File: src/design/owbm_pkg.sv
// Shared types and timing constants for the one-wire bus master.
`default_nettype none

package owbm_pkg;

	// Command carried with each tick
	typedef enum logic [1:0] {
		KIND_TICK  = 2'd0,
		KIND_RESET = 2'd1,
		KIND_WRITE = 2'd2,
		KIND_READ  = 2'd3
	} kind_t;

	// Bus sequencer phases
	typedef enum logic [2:0] {
		PH_IDLE    = 3'd0,
		PH_RSTLOW  = 3'd1,
		PH_RSTPRES = 3'd2,
		PH_RSTREL  = 3'd3,
		PH_BITLOW  = 3'd4,
		PH_BITHIGH = 3'd5,
		PH_RDSAMP  = 3'd6,
		PH_RDREC   = 3'd7
	} phase_t;

	// Configuration register indexes
	typedef enum logic [1:0] {
		CFG_TICKS_PER_US   = 2'd0,
		CFG_RESET_LOW_US   = 2'd1,
		CFG_READ_SAMPLE_US = 2'd2
	} cfg_idx_t;

	// Configuration reset values
	localparam logic [7:0] TICKS_PER_US_RST   = 8'd16;
	localparam logic [9:0] RESET_LOW_US_RST   = 10'd500;
	localparam logic [3:0] READ_SAMPLE_US_RST = 4'd10;

	// Bus timing in microseconds
	localparam logic [9:0] US_PRES_WAIT  = 10'd60;
	localparam logic [9:0] US_PRES_CHECK = 10'd250;
	localparam logic [9:0] US_READ_LOW   = 10'd2;
	localparam logic [9:0] US_W1_LOW     = 10'd4;
	localparam logic [9:0] US_W1_HIGH    = 10'd76;
	localparam logic [9:0] US_W0_LOW     = 10'd80;
	localparam logic [9:0] US_W0_HIGH    = 10'd5;
	localparam logic [9:0] US_READ_REC   = 10'd60;
	localparam logic [9:0] US_MIN        = 10'd1;

	// One result item, drive_low in the lowest bit
	typedef struct packed {
		logic       rejected;
		logic [7:0] read_data;
		logic       presence;
		logic       done_res;
		logic       busy_res;
		logic       drive_low;
	} res_t;

	localparam int RES_W = $bits(res_t);

endpackage

`default_nettype wire

File: src/design/one_wire_bus_master.sv
// One-wire bus master: tick-paced reset, byte write and byte read sequencer.
`default_nettype none

// Every input item is one tick of the bus time base, carrying the sampled line level and an
// optional command (reset, write byte, read byte); a command is taken only while idle and is
// flagged as rejected otherwise. The block takes one item per clock cycle while the skid stage
// is empty and returns exactly one result item per input item, formed in a single pass over the
// sequencer state (an 8-bit prescale compare and a 10-bit microsecond compare between the state
// registers and the output register). A one-entry skid stage behind the output register keeps
// input flowing for one more item while the output side stalls. Bus timing follows the
// configuration registers: ticks_per_us (0 acts as 1), reset_low_us and read_sample_us (0 acts as
// 1 us). The user writes configuration only while the master is idle; the block does not check.
module one_wire_bus_master (
	input  wire logic        clk,
	input  wire logic        arst_n,
	// Input items
	input  wire logic        s_tvalid,
	output logic             s_tready,
	input  wire logic [15:0] s_tdata,   // [7:0] data_byte, [8] line_level, rest zero
	input  wire logic [1:0]  s_tuser,   // [1:0] kind
	// Result items
	output logic             m_tvalid,
	input  wire logic        m_tready,
	// [0] drive_low, [1] busy_res, [2] done_res, [3] presence, [11:4] read_data,
	// [12] rejected, rest zero
	output logic [15:0]      m_tdata,
	// Configuration writes
	input  wire logic        cfg_valid,
	output logic             cfg_ready,
	input  wire logic [1:0]  cfg_index,
	input  wire logic [9:0]  cfg_data
);
	import owbm_pkg::*;

	// Configuration
	logic [7:0] ticks_q;
	logic [9:0] rst_low_q;
	logic [3:0] rd_samp_q;

	// Sequencer state
	phase_t     phase_q,    phase_n;
	logic [9:0] us_q,       us_n;
	logic [7:0] prescale_q, prescale_n;
	logic [2:0] bit_q,      bit_n;
	logic [7:0] shift_q,    shift_n;
	logic       pres_q,     pres_n;
	kind_t      op_q,       op_n;

	// Output register and skid
	logic       out_vld_q;
	res_t       out_q;
	logic       skid_vld_q;
	res_t       skid_q;

	// Combinational pass
	res_t       res;
	kind_t      kind;
	logic [7:0] data_byte;
	logic       line_level;
	logic       acc;
	logic [7:0] tpu;
	logic [7:0] pre_inc;
	logic [9:0] us_inc;
	logic [9:0] len;
	logic       cur_bit;

	assign kind       = kind_t'(s_tuser);
	assign data_byte  = s_tdata[7:0];
	assign line_level = s_tdata[8];

	assign s_tready  = !skid_vld_q;
	assign acc       = s_tvalid && s_tready;
	assign m_tvalid  = out_vld_q;
	assign m_tdata   = {{(16 - RES_W){1'b0}}, out_q};
	assign cfg_ready = 1'b1;

	// Take configuration writes
	always_ff @(posedge clk or negedge arst_n) begin
		if (!arst_n) begin
			ticks_q   <= TICKS_PER_US_RST;
			rst_low_q <= RESET_LOW_US_RST;
			rd_samp_q <= READ_SAMPLE_US_RST;
		end else if (cfg_valid) begin
			case (cfg_index)
				CFG_TICKS_PER_US:   ticks_q   <= cfg_data[7:0];
				CFG_RESET_LOW_US:   rst_low_q <= cfg_data;
				CFG_READ_SAMPLE_US: rd_samp_q <= cfg_data[3:0];
				default: ;
			endcase
		end
	end

	// Advance the sequencer by one tick and form the result
	always_comb begin
		phase_n    = phase_q;
		us_n       = us_q;
		prescale_n = prescale_q;
		bit_n      = bit_q;
		shift_n    = shift_q;
		pres_n     = pres_q;
		op_n       = op_q;
		res        = '0;

		tpu     = (ticks_q == 8'd0) ? 8'd1 : ticks_q;
		pre_inc = prescale_q + 8'd1;
		us_inc  = us_q + 10'd1;
		cur_bit = shift_q[bit_q];

		// Length of the current phase
		unique case (phase_q)
			PH_RSTLOW:  len = rst_low_q;
			PH_RSTPRES: len = US_PRES_WAIT;
			PH_RSTREL:  len = US_PRES_CHECK;
			PH_BITLOW:  len = (op_q == KIND_READ) ? US_READ_LOW :
			                  (cur_bit ? US_W1_LOW : US_W0_LOW);
			PH_BITHIGH: len = cur_bit ? US_W1_HIGH : US_W0_HIGH;
			PH_RDSAMP:  len = {6'd0, rd_samp_q};
			PH_RDREC:   len = US_READ_REC;
			PH_IDLE:    len = US_MIN;
		endcase
		if (len == 10'd0) begin
			len = US_MIN;
		end

		if (phase_q == PH_IDLE) begin
			// Start a command
			if (kind != KIND_TICK) begin
				op_n       = kind;
				us_n       = 10'd0;
				prescale_n = 8'd0;
				bit_n      = 3'd0;
				if (kind == KIND_RESET) begin
					pres_n  = 1'b0;
					phase_n = PH_RSTLOW;
				end else begin
					shift_n = (kind == KIND_WRITE) ? data_byte : 8'd0;
					phase_n = PH_BITLOW;
				end
			end
		end else begin
			res.rejected = (kind != KIND_TICK);
			prescale_n   = pre_inc;
			if (pre_inc >= tpu) begin
				prescale_n = 8'd0;
				us_n       = us_inc;
				if (us_inc >= len) begin
					// End of phase
					us_n = 10'd0;
					unique case (phase_q)
						PH_RSTLOW: phase_n = PH_RSTPRES;
						PH_RSTPRES: begin
							pres_n  = !line_level;
							phase_n = PH_RSTREL;
						end
						PH_RSTREL: begin
							pres_n       = pres_q & line_level;
							phase_n      = PH_IDLE;
							res.done_res = 1'b1;
						end
						PH_BITLOW: phase_n = (op_q == KIND_READ) ? PH_RDSAMP : PH_BITHIGH;
						PH_RDSAMP: begin
							shift_n = shift_q | (8'(line_level) << bit_q);
							phase_n = PH_RDREC;
						end
						PH_BITHIGH, PH_RDREC: begin
							if (bit_q == 3'd7) begin
								phase_n      = PH_IDLE;
								res.done_res = 1'b1;
							end else begin
								bit_n   = bit_q + 3'd1;
								phase_n = PH_BITLOW;
							end
						end
						PH_IDLE: phase_n = PH_IDLE;
					endcase
					if (res.done_res) begin
						res.presence  = (op_q == KIND_RESET) ? pres_n : 1'b0;
						res.read_data = (op_q == KIND_READ) ? shift_n : 8'd0;
					end
				end
			end
		end

		res.drive_low = (phase_n == PH_RSTLOW) || (phase_n == PH_BITLOW);
		res.busy_res  = (phase_n != PH_IDLE);
	end

	// Hold the sequencer state, advance on each accepted item
	always_ff @(posedge clk or negedge arst_n) begin
		if (!arst_n) begin
			phase_q    <= PH_IDLE;
			us_q       <= 10'd0;
			prescale_q <= 8'd0;
			bit_q      <= 3'd0;
			shift_q    <= 8'd0;
			pres_q     <= 1'b0;
			op_q       <= KIND_TICK;
		end else if (acc) begin
			phase_q    <= phase_n;
			us_q       <= us_n;
			prescale_q <= prescale_n;
			bit_q      <= bit_n;
			shift_q    <= shift_n;
			pres_q     <= pres_n;
			op_q       <= op_n;
		end
	end

	// Output register and skid valid flags
	always_ff @(posedge clk or negedge arst_n) begin
		if (!arst_n) begin
			out_vld_q  <= 1'b0;
			skid_vld_q <= 1'b0;
		end else if (!out_vld_q || m_tready) begin
			out_vld_q  <= skid_vld_q || acc;
			skid_vld_q <= 1'b0;
		end else if (acc) begin
			skid_vld_q <= 1'b1;
		end
	end

	// Output register and skid payload
	always_ff @(posedge clk) begin
		if (!out_vld_q || m_tready) begin
			out_q <= skid_vld_q ? skid_q : res;
		end else if (acc) begin
			skid_q <= res;
		end
	end

	// A completed operation leaves the sequencer idle
	assert property (@(posedge clk) disable iff (!arst_n)
		(acc && res.done_res) |=> (phase_q == PH_IDLE))
		else $error("sequencer not idle after completion");

	// Commands are only rejected while an operation runs
	assert property (@(posedge clk) disable iff (!arst_n)
		(acc && res.rejected) |-> (phase_q != PH_IDLE))
		else $error("command rejected while idle");

	// The skid stage only fills behind a held output
	assert property (@(posedge clk) disable iff (!arst_n)
		skid_vld_q |-> out_vld_q)
		else $error("skid holds an item with an empty output register");

	// A stalled output with a pending item fills the skid
	assert property (@(posedge clk) disable iff (!arst_n)
		(out_vld_q && !m_tready && acc) |=> skid_vld_q)
		else $error("item lost under output stall");

endmodule

`default_nettype wire
File: config.mk
export PLATFORM = sky130hd
export DESIGN_NAME = one_wire_bus_master
export DESIGN_NICKNAME = d
export VERILOG_FILES = /design/src/design/owbm_pkg.sv /design/src/design/one_wire_bus_master.sv
export SDC_FILE = /design/constraint.sdc
export NUM_CORES = 1
export LEC_CHECK = 0
export BUFFER_PORTS_ARGS = -buffer_cell sky130_fd_sc_hd__buf_2
export CAP_MARGIN = 20
export CORE_MARGIN = 2
export CORE_UTILIZATION = 40
export CTS_BUF_LIST = sky130_fd_sc_hd__clkbuf_4 sky130_fd_sc_hd__clkbuf_8
export DETAILED_ROUTE_END_ITERATION = 10
export HOLD_SLACK_MARGIN = 0.02
export PLACE_DENSITY = 0.68
export SLEW_MARGIN = 10
export SYNTH_ARGS = -nofsm -noshare
export SYNTH_HDL_FRONTEND = slang
export SYNTH_SLANG_ARGS = --single-unit
File: constraint.sdc
create_clock -name clk -period 4.2 [get_ports clk]
set_input_delay 0.63 -clock clk [delete_from_list [all_inputs] [get_ports clk]]
set_output_delay 0.63 -clock clk [all_outputs]
set_load 0.02 [all_outputs]
==> results of run 1 <==
[cells in the final DEF, fill, tap and decap left out, types with 17 or more instances in the layout]
master,netlist,layout
a21oi_1,17,17
buf_2,6,42
dfrtp_1,50,50
edfxtp_1,26,26
ha_1,22,22
inv_1,17,17
mux2_2,27,27
nand2_1,63,63
nor2_1,35,35
o21ai_0,38,38
[metrics by stage]
stage | utilization | cells
finish | 0.4638 | 654
global route | 0.4638 | 654
CTS | 0.4638 | 654
detailed placement | 0.4444 | 638
global placement | 0.4444 | 638
floorplan | - | 465
[sequential cells by signal (all words and copies together), names as in the netlist, 4 cells and up]
| register | cells |
|---|---|
| ticks_q | 8 |
| skid_q | 13 |
| rd_samp_q | 4 |
| prescale_q | 8 |
| rst_low_q | 10 |
| us_q | 10 |
| m_tdata | 13 |
| shift_q | 8 |
[critical path: cells and delay by family, from the launching register on]
family | cells | cell delay, ns
buffers and inverters | 1 | 0.14
AO/OA/AOI/OAI | 5 | 1.01
multiplexers | 4 | 1.26
AND/OR/NAND/NOR | 5 | 0.77
adder cells (fa/ha/maj) | 1 | 0.17
flip-flops | 1 | 0.48
[logic make-up after synthesis]
group	Yosys count	share of synthesized area
AO/OA/AOI/OAI	97	0.1364
XOR/XNOR	15	0.02780
adder cells (fa/ha/maj)	22	0.05825
buffers and inverters	41	0.03733
flip-flops	85	0.4800
multiplexers	36	0.08869
other	2	0.001589
AND/OR/NAND/NOR	165	0.1700
[worst paths after layout]
| kind | from | end | depth (start not counted) |
|---|---|---|---|
| max reg2reg | bit_q[0] | shift_q[6] | 16 |
| max in group asynchronous | arst_n | rst_low_q[9] | 2 |
| min in group clk | cfg_data[4] | ticks_q[4] | 3 |
| max | bit_q[0] | shift_q[6] | 16 |
| min reg2reg | rd_samp_q[2] | rd_samp_q[2] | 1 |
| min | arst_n | prescale_q[2] | 2 |
[layer usage]
layer  vias up  global-route usage  share of wire
met5         -                   0              0
met4         0             0.06423          0.017
met3        16             0.02357          0.036
met2        76              0.2603           0.48
met1      1686              0.2078           0.47
li1       1741                   -              -
[report_power, final]
group / switching [mW] / leakage (nW) / total (mW) / internal [mW]
Sequential: 0.177 / 1.00 / 1.23 / 1.05
Combinational: 0.800 / 1.19 / 1.40 / 0.600
Clock: 0.312 / 0.111 / 0.650 / 0.338
[cell type report]
class,instances,share of cell area
repair buffers,53,0.05505
inverters,18,0.01270
clock inverters,7,0.01858
well taps,143,0.03364
multi-input cells,339,0.4303
clock buffers,9,0.02329
flip-flops and latches,85,0.4265
==> run summary, run 1 <==
TIMING
--------------------------------------------------------------------------------------------------
Upper clock frequency limit                                                              252.3 MHz
Setup WS post-layout                                                                     0.2363 ns
Slew margin rel.                                                                            0.2730
Worst Skew                                                                              0.01004 ns
Post-Route Setup TNS                                                                          0 ns
Final setup vio count                                                                            0
Setup repair after global routing missed its margin                                          false
Final worst hold slack                                                                   0.4024 ns
Share of the clock period used by the worst path                                            0.9437
Slew of the pin with the lowest slew margin                                               1.086 ns
Endpoints failing hold                                                                           0
Number of pins with negative max-slew slack in the final report                                  0
Shortest period the worst path allows                                                     3.964 ns

CELLS AND AREA
--------------------------------------------------------------------------------------------------
Antenna cell count                                                                               0
Area of the multi-input gates                                                         0.002288 mm^2
Layout cell share with drive strength beyond 1                                              0.2250
# nets final                                                                                   563
Finished Cell Area                                                                    0.005319 mm^2
Number of fill cells in the layout                                                            1035
Layout area overhead                                                                        12.55%
Reg area                                                                              0.002268 mm^2

FLOORPLAN
--------------------------------------------------------------------------------------------------
Core outline area                                                                     0.01147 mm^2
Number of rows in the core area                                                                 39
Height of the die                                                                         112.7 um
Chip width                                                                                112.7 um
Number of I/O pins                                                                              54
Starting Density                                                                            0.4121
Die ar.                                                                               0.01270 mm^2

SYNTH
--------------------------------------------------------------------------------------------------
Dominant cell by count in the synthesized netlist                                          nand2_1
Post-Syn Area per Cell                                                                  10.21 um^2
#FFs+latches synth                                                                              85
Mapped Cells                                                                                   463
Number of synthesized flops with an enable pin                                                  26
Top post-synthesis cells by area                                                      dfrtp_1 (26%), edfxtp_1 (17%), mux2_2 (6.4%), ha_1 (5.8%), dfstp_2 (5.0%)
Most instantiated cells after synthesis                                               nand2_1 (63), dfrtp_1 (50), o21ai_0 (38)
Top cell type's share of synthesized area                                                   0.2648
Sequential-to-total area share from yosys stat                                              0.4800
Post-synth ARST share                                                                       0.6941
Most used DFF post-synth                                                                   dfrtp_1
Cell taking the most area after synthesis                                                  dfrtp_1
Yosys warnings                                                                                   0
Count of distinct cell types in the synthesized netlist                                         55
Netlist area before placement                                                         0.004726 mm^2

GRT
--------------------------------------------------------------------------------------------------
Maximum number of pins on one net before global-route repair                                    60
First-pass GRT wire length                                                                16210 um
Number of antenna violations at the first check in global routing                                0
Via count of the first global-routing pass                                                    3412
Remaining global-route overflow                                                                  0
Tot GR Track Use                                                                            0.1572

PWR
--------------------------------------------------------------------------------------------------
Leak pwr                                                                                  2.299 nW
PnR Total Power                                                                           3.279 mW
VDD IR max                                                                                276.7 uV
Total power divided by cell area                                                      616.6 mW/mm^2

CTS
--------------------------------------------------------------------------------------------------
Clock root buffer                                                                         clkbuf_8
Maximum count of clock buffers along a single path                                               2
Post-CTS setup buffers                                                                           0
Quantity of gates resized following cts                                                          0
Number of buffers inserted for hold repair after clock tree synthesis                            0
Clock transition time at the flip-flop clock pins of the worst setup and hold paths        0.09 ns
Inserted Clock Buffers                                                                           9
Clock net sink count                                                                            85
H-tree depth                                                                                     3
CTS tree                                                                                      done
Latest clock arrival within the worst-skew pair                                            0.37 ns

CRITICAL PATH
--------------------------------------------------------------------------------------------------
Largest stage delay on the critical path                                                   0.54 ns
Critical path data required time                                                           4.45 ns
Crit Path Category                                                                      reg -> reg
Maximum fanout along the worst path                                                              8
Flop2flop setup slack                                                                      0.24 ns
CP startpoint kind                                                                       flip-flop
Ordered list of cells on the worst path                                               mux4_2, mux2i_1, buf_4, mux2i_1, nor2_1, a21oi_1, nand4_1, o311ai_0, ha_1, nand2b_1, a211oi_1, or3_4, a22oi_4, nand2_1, a21oi_4, mux2_2
Critical Path Sink Type                                                                  flip-flop
CP Data Arrival Time                                                                       4.22 ns
Cell seen most often among critical-path stages                                            mux2i_1
Slowest cell on the critical path                                                           mux4_2

ROUTE
--------------------------------------------------------------------------------------------------
Antenna Nets Post-Route                                                                          0
Post-route DRC                                                                                   0
Number of vias per cell after detailed routing                                               5.381
1st-iter DRT viols                                                                             204
Total number of vias                                                                          3519
Routed WL                                                                                  9604 um
Number of iterations in the first detailed-routing pass                                          4
Routed len/inst                                                                           14.69 um

FLOW RUN
--------------------------------------------------------------------------------------------------
Number of max-cap violations                                                                     0

WORST HOLD PATH
--------------------------------------------------------------------------------------------------
Class of the worst hold path                                                           in -> async

PLACED DESIGN
--------------------------------------------------------------------------------------------------
Hpwl dp                                                                                    7210 um
Place WS                                                                                 0.2412 ns
GP Congestion                                                                               0.8330
Number of buffer cells added on primary ports                                                   42
Cell area after placement                                                             0.005096 mm^2

STATUS
--------------------------------------------------------------------------------------------------
Result of the run                                                                     finished, final reports clean

No activity file was read; power rests on OpenSTA's default activity.
==> run 2: changes to the inputs <==
--- a/config.mk
+++ b/config.mk
@@ -12,7 +12,7 @@
 export CTS_BUF_LIST = sky130_fd_sc_hd__clkbuf_4 sky130_fd_sc_hd__clkbuf_8
 export DETAILED_ROUTE_END_ITERATION = 10
 export HOLD_SLACK_MARGIN = 0.02
-export PLACE_DENSITY = 0.68
+export PLACE_DENSITY = 0.6
 export SLEW_MARGIN = 10
 export SYNTH_ARGS = -nofsm -noshare
 export SYNTH_HDL_FRONTEND = slang
==> run summary, run 2 (synthesis results as in run 1) <==
PWR
--------------------------------------------------------------------------------------------------
Internal portion of total power                                                           2.008 mW   +0.86%
Comb power frac                                                                              0.433   +0.006
Leak pwr                                                                                  2.317 nW   +0.80%
Clock share of power                                                                         0.195   -0.003
Switching Power                                                                           1.302 mW   +1.0%
Switching share of power                                                                    0.3934   about the same
Share of power burned in registers                                                           0.372   -0.003
VDD IR max                                                                                328.3 uV   +19%
Total power divided by cell area                                                      616.2 mW/mm^2   about the same

CELLS AND AREA
--------------------------------------------------------------------------------------------------
Commonest cells after routing, fill and taps aside                                    nand2_1 (63), dfrtp_1 (49), buf_2 (42)
Layout area overhead                                                                        13.66%
Fin cells                                                                                      658   +0.61%
Layout cell share with drive strength beyond 1                                              0.2427   +0.01767
Finished Cell Area                                                                    0.005371 mm^2   +0.99%
Leading cell type in the layout, fill and taps excluded                                    nand2_1
# nets final                                                                                   567   +0.71%
Antenna cell count                                                                               0   unchanged
Final core utilization                                                                      0.4684   +0.004582

CRITICAL PATH
--------------------------------------------------------------------------------------------------
Path length in cells of the critical path                                                       17   +1
Critical path data required time                                                           4.46 ns   about the same
Crit Path Category                                                                      reg -> reg
Count of cells along the worst register-to-register path                                        17   +1
Maximum fanout along the worst path                                                              7   -1
CP Data Arrival Time                                                                       4.21 ns   about the same
Critical path buffer and inverter count                                                          2   +1
Critical Path Sink Type                                                                  flip-flop
Ordered list of cells on the worst path                                               mux4_2, mux2i_1, buf_4, and2b_1, o21ai_0, o21ai_0, nand4_1, o311ai_0, ha_1, nand2b_1, a211oi_1, or3_4, a22oi_4, nand4b_1, buf_4, nor3_2, mux2_2
Slowest cell on the critical path                                                           mux4_2
Largest stage delay on the critical path                                                   0.52 ns   -0.02 ns
CP startpoint kind                                                                       flip-flop
Top cell family by delay on the critical path                                         simple AND/OR/NAND/NOR gates
Flop2flop setup slack                                                                      0.25 ns   about the same

FLOORPLAN
--------------------------------------------------------------------------------------------------
Chip width                                                                                112.7 um   unchanged
Starting Density                                                                            0.4121   unchanged
Die ar.                                                                               0.01270 mm^2   unchanged
Core outline area                                                                     0.01147 mm^2   unchanged
Number of I/O pins                                                                              54   unchanged
Number of rows in the core area                                                                 39   unchanged
Height of the die                                                                         112.7 um   unchanged

PLACED DESIGN
--------------------------------------------------------------------------------------------------
GP Congestion                                                                               0.8314   -0.19%
Place WS                                                                                 0.1622 ns   -0.07906 ns
Number of buffer cells added on primary ports                                                   42   unchanged
Cell area after placement                                                             0.005089 mm^2   -0.15%
Number of placed instances, taps included                                                      637   -0.16%
Hpwl dp                                                                                    7199 um   -0.16%

TIMING
--------------------------------------------------------------------------------------------------
Shortest period the worst path allows                                                     3.952 ns   -0.01163 ns
Number of pins with negative max-slew slack in the final report                                  0   unchanged
Slew margin rel.                                                                            0.5305   +0.2575
Setup WS post-layout                                                                     0.2480 ns   +0.01163 ns
Post-Route Setup TNS                                                                          0 ns   unchanged
Slew of the pin with the lowest slew margin                                              0.7042 ns   -0.3822 ns
Upper clock frequency limit                                                              253.0 MHz   +0.29%
Final setup vio count                                                                            0   unchanged
Worst Skew                                                                              0.01320 ns   +0.003160 ns
Share of the clock period used by the worst path                                            0.9410   -0.002769
Endpoints failing hold                                                                           0   unchanged

CTS
--------------------------------------------------------------------------------------------------
Clock transition time at the flip-flop clock pins of the worst setup and hold paths        0.09 ns   about the same
Clock net sink count                                                                            85   unchanged
CTS tree                                                                                      done
H-tree depth                                                                                     3   unchanged
Clock root buffer                                                                         clkbuf_8
Maximum count of clock buffers along a single path                                               2   unchanged
Latest clock arrival within the worst-skew pair                                            0.38 ns   about the same
Inserted Clock Buffers                                                                           9   unchanged
Number of buffers inserted for hold repair after clock tree synthesis                            0   unchanged

ROUTE
--------------------------------------------------------------------------------------------------
Number of iterations in the first detailed-routing pass                                          4   unchanged
Antenna Nets Post-Route                                                                          0   unchanged
Total number of vias                                                                          3459   -1.7%
Post-route DRC                                                                                   0   unchanged
Routed WL                                                                                  9804 um   +2.1%
Number of vias per cell after detailed routing                                               5.257   -2.3%
1st-iter DRT viols                                                                             195   -4.4%
Routed len/inst                                                                           14.90 um   +1.5%

GRT
--------------------------------------------------------------------------------------------------
Remaining global-route overflow                                                                  0   unchanged
Via count of the first global-routing pass                                                    3373   -1.1%
Maximum number of pins on one net before global-route repair                                    38   -37%
Number of antenna violations at the first check in global routing                                0   unchanged
Tot GR Track Use                                                                            0.1648   +0.007610
First-pass GRT wire length                                                                16730 um   +3.2%

STATUS
--------------------------------------------------------------------------------------------------
Result of the run                                                                     finished, final reports clean

FLOW RUN
--------------------------------------------------------------------------------------------------
Number of max-cap violations                                                                     0   unchanged

WORST HOLD PATH
--------------------------------------------------------------------------------------------------
Class of the worst hold path                                                           in -> async

==> run 2: final cells by class <==
class / instances / area (um^2)
inverters: 18 / 67.56
fillers: 1076 / 6096
clock inverters: 6 / 88.84
flip-flops and latches: 85 / 2270
multi-input cells: 339 / 2312
well taps: 143 / 178.9
repair buffers: 57 / 322.8
clock buffers: 10 / 131.4
==> run 2: worst paths after layout <==
kind	start	endpoint
setup / recovery	bit_q[0]	m_tdata[9]
hold / removal	arst_n	ticks_q[3]
setup reg to reg	bit_q[0]	m_tdata[9]
hold reg to reg	us_q[9]	us_q[9]
max in group asynchronous	arst_n	rst_low_q[5]
min in group clk	cfg_data[6]	ticks_q[6]
==> run 2: metal layers <==
metal  global-route usage  share of wire  vias up
li1                     -              -     1748
met2               0.2543           0.45       62
met1               0.2288           0.50     1640
met4              0.04553          0.011        0
met5                    0              0        -
met3              0.04713          0.037        9
==> run 2: what timing repair did <==
item	CTS	global route
hold endpoints to repair	0	0
endpoints found under the setup margin	0	15
resized for setup	0	6
buffers inserted	0	4
==> run 2: per-stage QoR <==
step,total power [mW],hold WS (ns)
detailed placement,2.642,0.4939
finish,3.310,0.2241
floorplan,2.262,0.3344
global placement,2.585,0.4880
global route,3.590,0.2404
CTS,3.299,0.2223
==> run 2: worst register-to-register path, delay by kind of cell, from the launching register on <==
family | cells | cell delay (ns)
buffers and inverters | 2 | 0.36
multiplexers | 3 | 0.88
AO/OA/AOI/OAI | 5 | 0.71
adder cells (fa/ha/maj) | 1 | 0.18
flip-flops | 1 | 0.44
AND/OR/NAND/NOR | 6 | 1.24
==> run 2: power groups by stage <==
stage	logic [mW]	registers [mW]	clock network, mW
5_1_grt	1.63	1.26	0.702
4_1_cts	1.40	1.23	0.666
3_5_place_dp	1.40	1.24	0
6_report	1.43	1.23	0.645
3_3_place_gp	1.35	1.23	0
2_1_floorplan	1.07	1.19	0
==> run 3: changes to the inputs <==
--- a/config.mk
+++ b/config.mk
@@ -12,7 +12,7 @@
 export CTS_BUF_LIST = sky130_fd_sc_hd__clkbuf_4 sky130_fd_sc_hd__clkbuf_8
 export DETAILED_ROUTE_END_ITERATION = 10
 export HOLD_SLACK_MARGIN = 0.02
-export PLACE_DENSITY = 0.6
+export PLACE_DENSITY = 0.62
 export SLEW_MARGIN = 10
 export SYNTH_ARGS = -nofsm -noshare
 export SYNTH_HDL_FRONTEND = slang
==> constraint.sdc (replaced) <==
create_clock -name clk -period 3.6 [get_ports clk]
set_input_delay 0.54 -clock clk [delete_from_list [all_inputs] [get_ports clk]]
set_output_delay 0.54 -clock clk [all_outputs]
set_load 0.02 [all_outputs]
==> run summary, run 3 (synthesis results as in run 1) <==
CRITICAL PATH
--------------------------------------------------------------------------------------------------
CP startpoint                                                                             bit_q[0]
Flop2flop setup slack                                                                     -0.24 ns   -0.48 ns
Ordered list of cells on the worst path                                               mux4_2, mux2i_1, buf_4, mux2i_1, nor2_1, a21oi_2, nand4_1, o311ai_2, ha_1, nand2b_4, a211oi_2, or3_4, a22oi_4, buf_12, nand4b_1, buf_6, buf_8, o31ai_2
Slowest cell on the critical path                                                           mux4_2
Crit path to                                                                            m_tdata[4]
Count of cells along the worst register-to-register path                                        18   +1
Critical Path Sink Type                                                                  flip-flop
Reg-to-reg endpoint                                                                     m_tdata[4]
Reg-to-reg critical path startpoint                                                       bit_q[0]
Largest stage delay on the critical path                                                   0.52 ns   about the same
CP Data Arrival Time                                                                       4.04 ns   -0.17 ns
Critical path data required time                                                           3.80 ns   -0.66 ns
Cell seen most often among critical-path stages                                            mux2i_1
Maximum fanout along the worst path                                                              7   unchanged
CP startpoint kind                                                                       flip-flop
Crit Path Category                                                                      reg -> reg

PLACED DESIGN
--------------------------------------------------------------------------------------------------
Cell area after placement                                                             0.005254 mm^2   +3.2%
Number of buffer cells added on primary ports                                                   42   unchanged
GP Congestion                                                                               0.8579   +3.2%
Hpwl dp                                                                                    7387 um   +2.6%
Number of placed instances, taps included                                                      659   +3.5%

TIMING
--------------------------------------------------------------------------------------------------
Shortest period the worst path allows                                                     3.836 ns   -0.1161 ns
Upper clock frequency limit                                                              260.7 MHz   +3.0%
Slew of the pin with the lowest slew margin                                              0.7453 ns   +0.04109 ns
Final setup vio count                                                                           35   +35
Setup repair after global routing missed its margin                                           true
Endpoints failing hold                                                                           0   unchanged
Slew margin rel.                                                                            0.4979   -0.03265
Worst Skew                                                                              0.01343 ns   +0.0002318 ns
Share of the clock period used by the worst path                                             1.066   +0.1246
Number of pins with negative max-slew slack in the final report                                  0   unchanged
Post-Route Setup TNS                                                                     -4.438 ns   -4.438 ns
Setup WS post-layout                                                                    -0.2359 ns   -0.4839 ns

FLOORPLAN
--------------------------------------------------------------------------------------------------
Chip width                                                                                112.7 um   unchanged
Height of the die                                                                         112.7 um   unchanged
Number of rows in the core area                                                                 39   unchanged
Die ar.                                                                               0.01270 mm^2   unchanged
Number of I/O pins                                                                              54   unchanged
Core outline area                                                                     0.01147 mm^2   unchanged
Starting Density                                                                            0.4121   unchanged

CTS
--------------------------------------------------------------------------------------------------
Clock transition time at the flip-flop clock pins of the worst setup and hold paths        0.09 ns   about the same
H-tree depth                                                                                     3   unchanged
Latest clock arrival within the worst-skew pair                                            0.38 ns   about the same
Number of buffers inserted for hold repair after clock tree synthesis                            0   unchanged
CTS tree                                                                                      done
Inserted Clock Buffers                                                                           9   unchanged
Maximum count of clock buffers along a single path                                               2   unchanged
Clock net sink count                                                                            85   unchanged
Clock root buffer                                                                         clkbuf_8

GRT
--------------------------------------------------------------------------------------------------
Via count of the first global-routing pass                                                    3658   +8.4%
Maximum number of pins on one net before global-route repair                                    36   -5.3%
Remaining global-route overflow                                                                  0   unchanged
First-pass GRT wire length                                                                17350 um   +3.7%
Number of antenna violations at the first check in global routing                                0   unchanged
Tot GR Track Use                                                                            0.1692   +0.004405

STATUS
--------------------------------------------------------------------------------------------------
Failing checks                                                                        negative setup slack
Result of the run                                                                     finished, violations left

FLOW RUN
--------------------------------------------------------------------------------------------------
Number of max-cap violations                                                                     0   unchanged

CELLS AND AREA
--------------------------------------------------------------------------------------------------
Number of fill cells in the layout                                                            1029   -4.4%
Fin cells                                                                                      685   +4.1%
Layout area overhead                                                                        25.21%
# nets final                                                                                   594   +4.8%
Commonest cells after routing, fill and taps aside                                    nand2_1 (62), dfrtp_1 (50), buf_2 (42)
Final core utilization                                                                      0.5160   +0.04757
Antenna cell count                                                                               0   unchanged
Layout cell share with drive strength beyond 1                                              0.3542   +0.1115
Finished Cell Area                                                                    0.005917 mm^2   +10%
Leading cell type in the layout, fill and taps excluded                                    nand2_1

WORST HOLD PATH
--------------------------------------------------------------------------------------------------
Class of the worst hold path                                                           in -> async

ROUTE
--------------------------------------------------------------------------------------------------
Routed WL                                                                                 10330 um   +5.4%
Number of iterations in the first detailed-routing pass                                          4   unchanged
1st-iter DRT viols                                                                             240   +23%
Total number of vias                                                                          3710   +7.3%
Number of vias per cell after detailed routing                                               5.416   +3.0%
Routed len/inst                                                                           15.08 um   +1.2%
Antenna Nets Post-Route                                                                          0   unchanged
Post-route DRC                                                                                   0   unchanged

PWR
--------------------------------------------------------------------------------------------------
Total power divided by cell area                                                      755.6 mW/mm^2   +23%
Leak pwr                                                                                  2.588 nW   +12%
VDD IR max                                                                                369.0 uV   +12%
PnR Total Power                                                                           4.471 mW   +35%

[run 3: layer usage]
metal,GRT usage,part of all wire
met5,0,0
met4,0.05447,0.017
met3,0.04339,0.038
met2,0.2766,0.47
met1,0.2214,0.47
[run 3: per-stage QoR]
stage	setup slack (ns)	hold slack (ns)
after floorplan	0.08832	0.2444
after global placement	-0.1658	0.4877
after detailed placement	-0.2107	0.4934
after CTS	-0.1274	0.1576
after global routing	-0.3941	0.1898
final	-0.2359	0.1558
[run 3: how the worst min path moves through the flow]
stage	from	endpoint	slack (ns)	cells past startpoint
3_5_place_dp	us_q[9]	us_q[9]	0.49	2
6_report	arst_n	ticks_q[3]	0.16	1
2_1_floorplan	arst_n	bit_q[0]	0.24	0
3_3_place_gp	us_q[9]	us_q[9]	0.49	2
4_1_cts	arst_n	us_q[1]	0.16	1
5_1_grt	arst_n	us_q[1]	0.19	1
[run 3: timing repair]
item / CTS / global route
endpoints found under the setup margin: 40 / 45
buffers inserted: 4 / 8
pin swaps: 14 / 22
endpoints found under the hold margin: 0 / 0
gates resized for setup: 47 / 38
cloned: 1 / 0
[run 3: layout make-up]
type,count,area (um^2),area share
Clock buffer,9,123.9,0.02093
Clock inverter,7,72.57,0.01226
Inverter,18,67.56,0.01142
Multi-Input combinational cell,339,2609,0.4409
Sequential cell,85,2268,0.3834
Tap cell,143,178.9,0.03024
Timing Repair Buffer,84,596.8,0.1009
[run 3: where the power goes]
| part | internal, mW | total, mW | switching (mW) |
|---|---|---|---|
| Combinational | 1.17 | 2.38 | 1.21 |
| Clock | 0.322 | 0.681 | 0.359 |
| Sequential | 1.23 | 1.41 | 0.184 |
| Total | 2.72 | 4.47 | 1.76 |
[run 3: worst max-delay path, delay by kind of cell (launching register included)]
| kind | cells | cell delay [ns] |
|---|---|---|
| adders and majority gates | 1 | 0.29 |
| DFF | 1 | 0.43 |
| and+or+nand+nor | 5 | 0.91 |
| AOI/OAI and AO/OA | 5 | 0.60 |
| buffers and inverters | 4 | 0.64 |
| muxes | 3 | 0.77 |
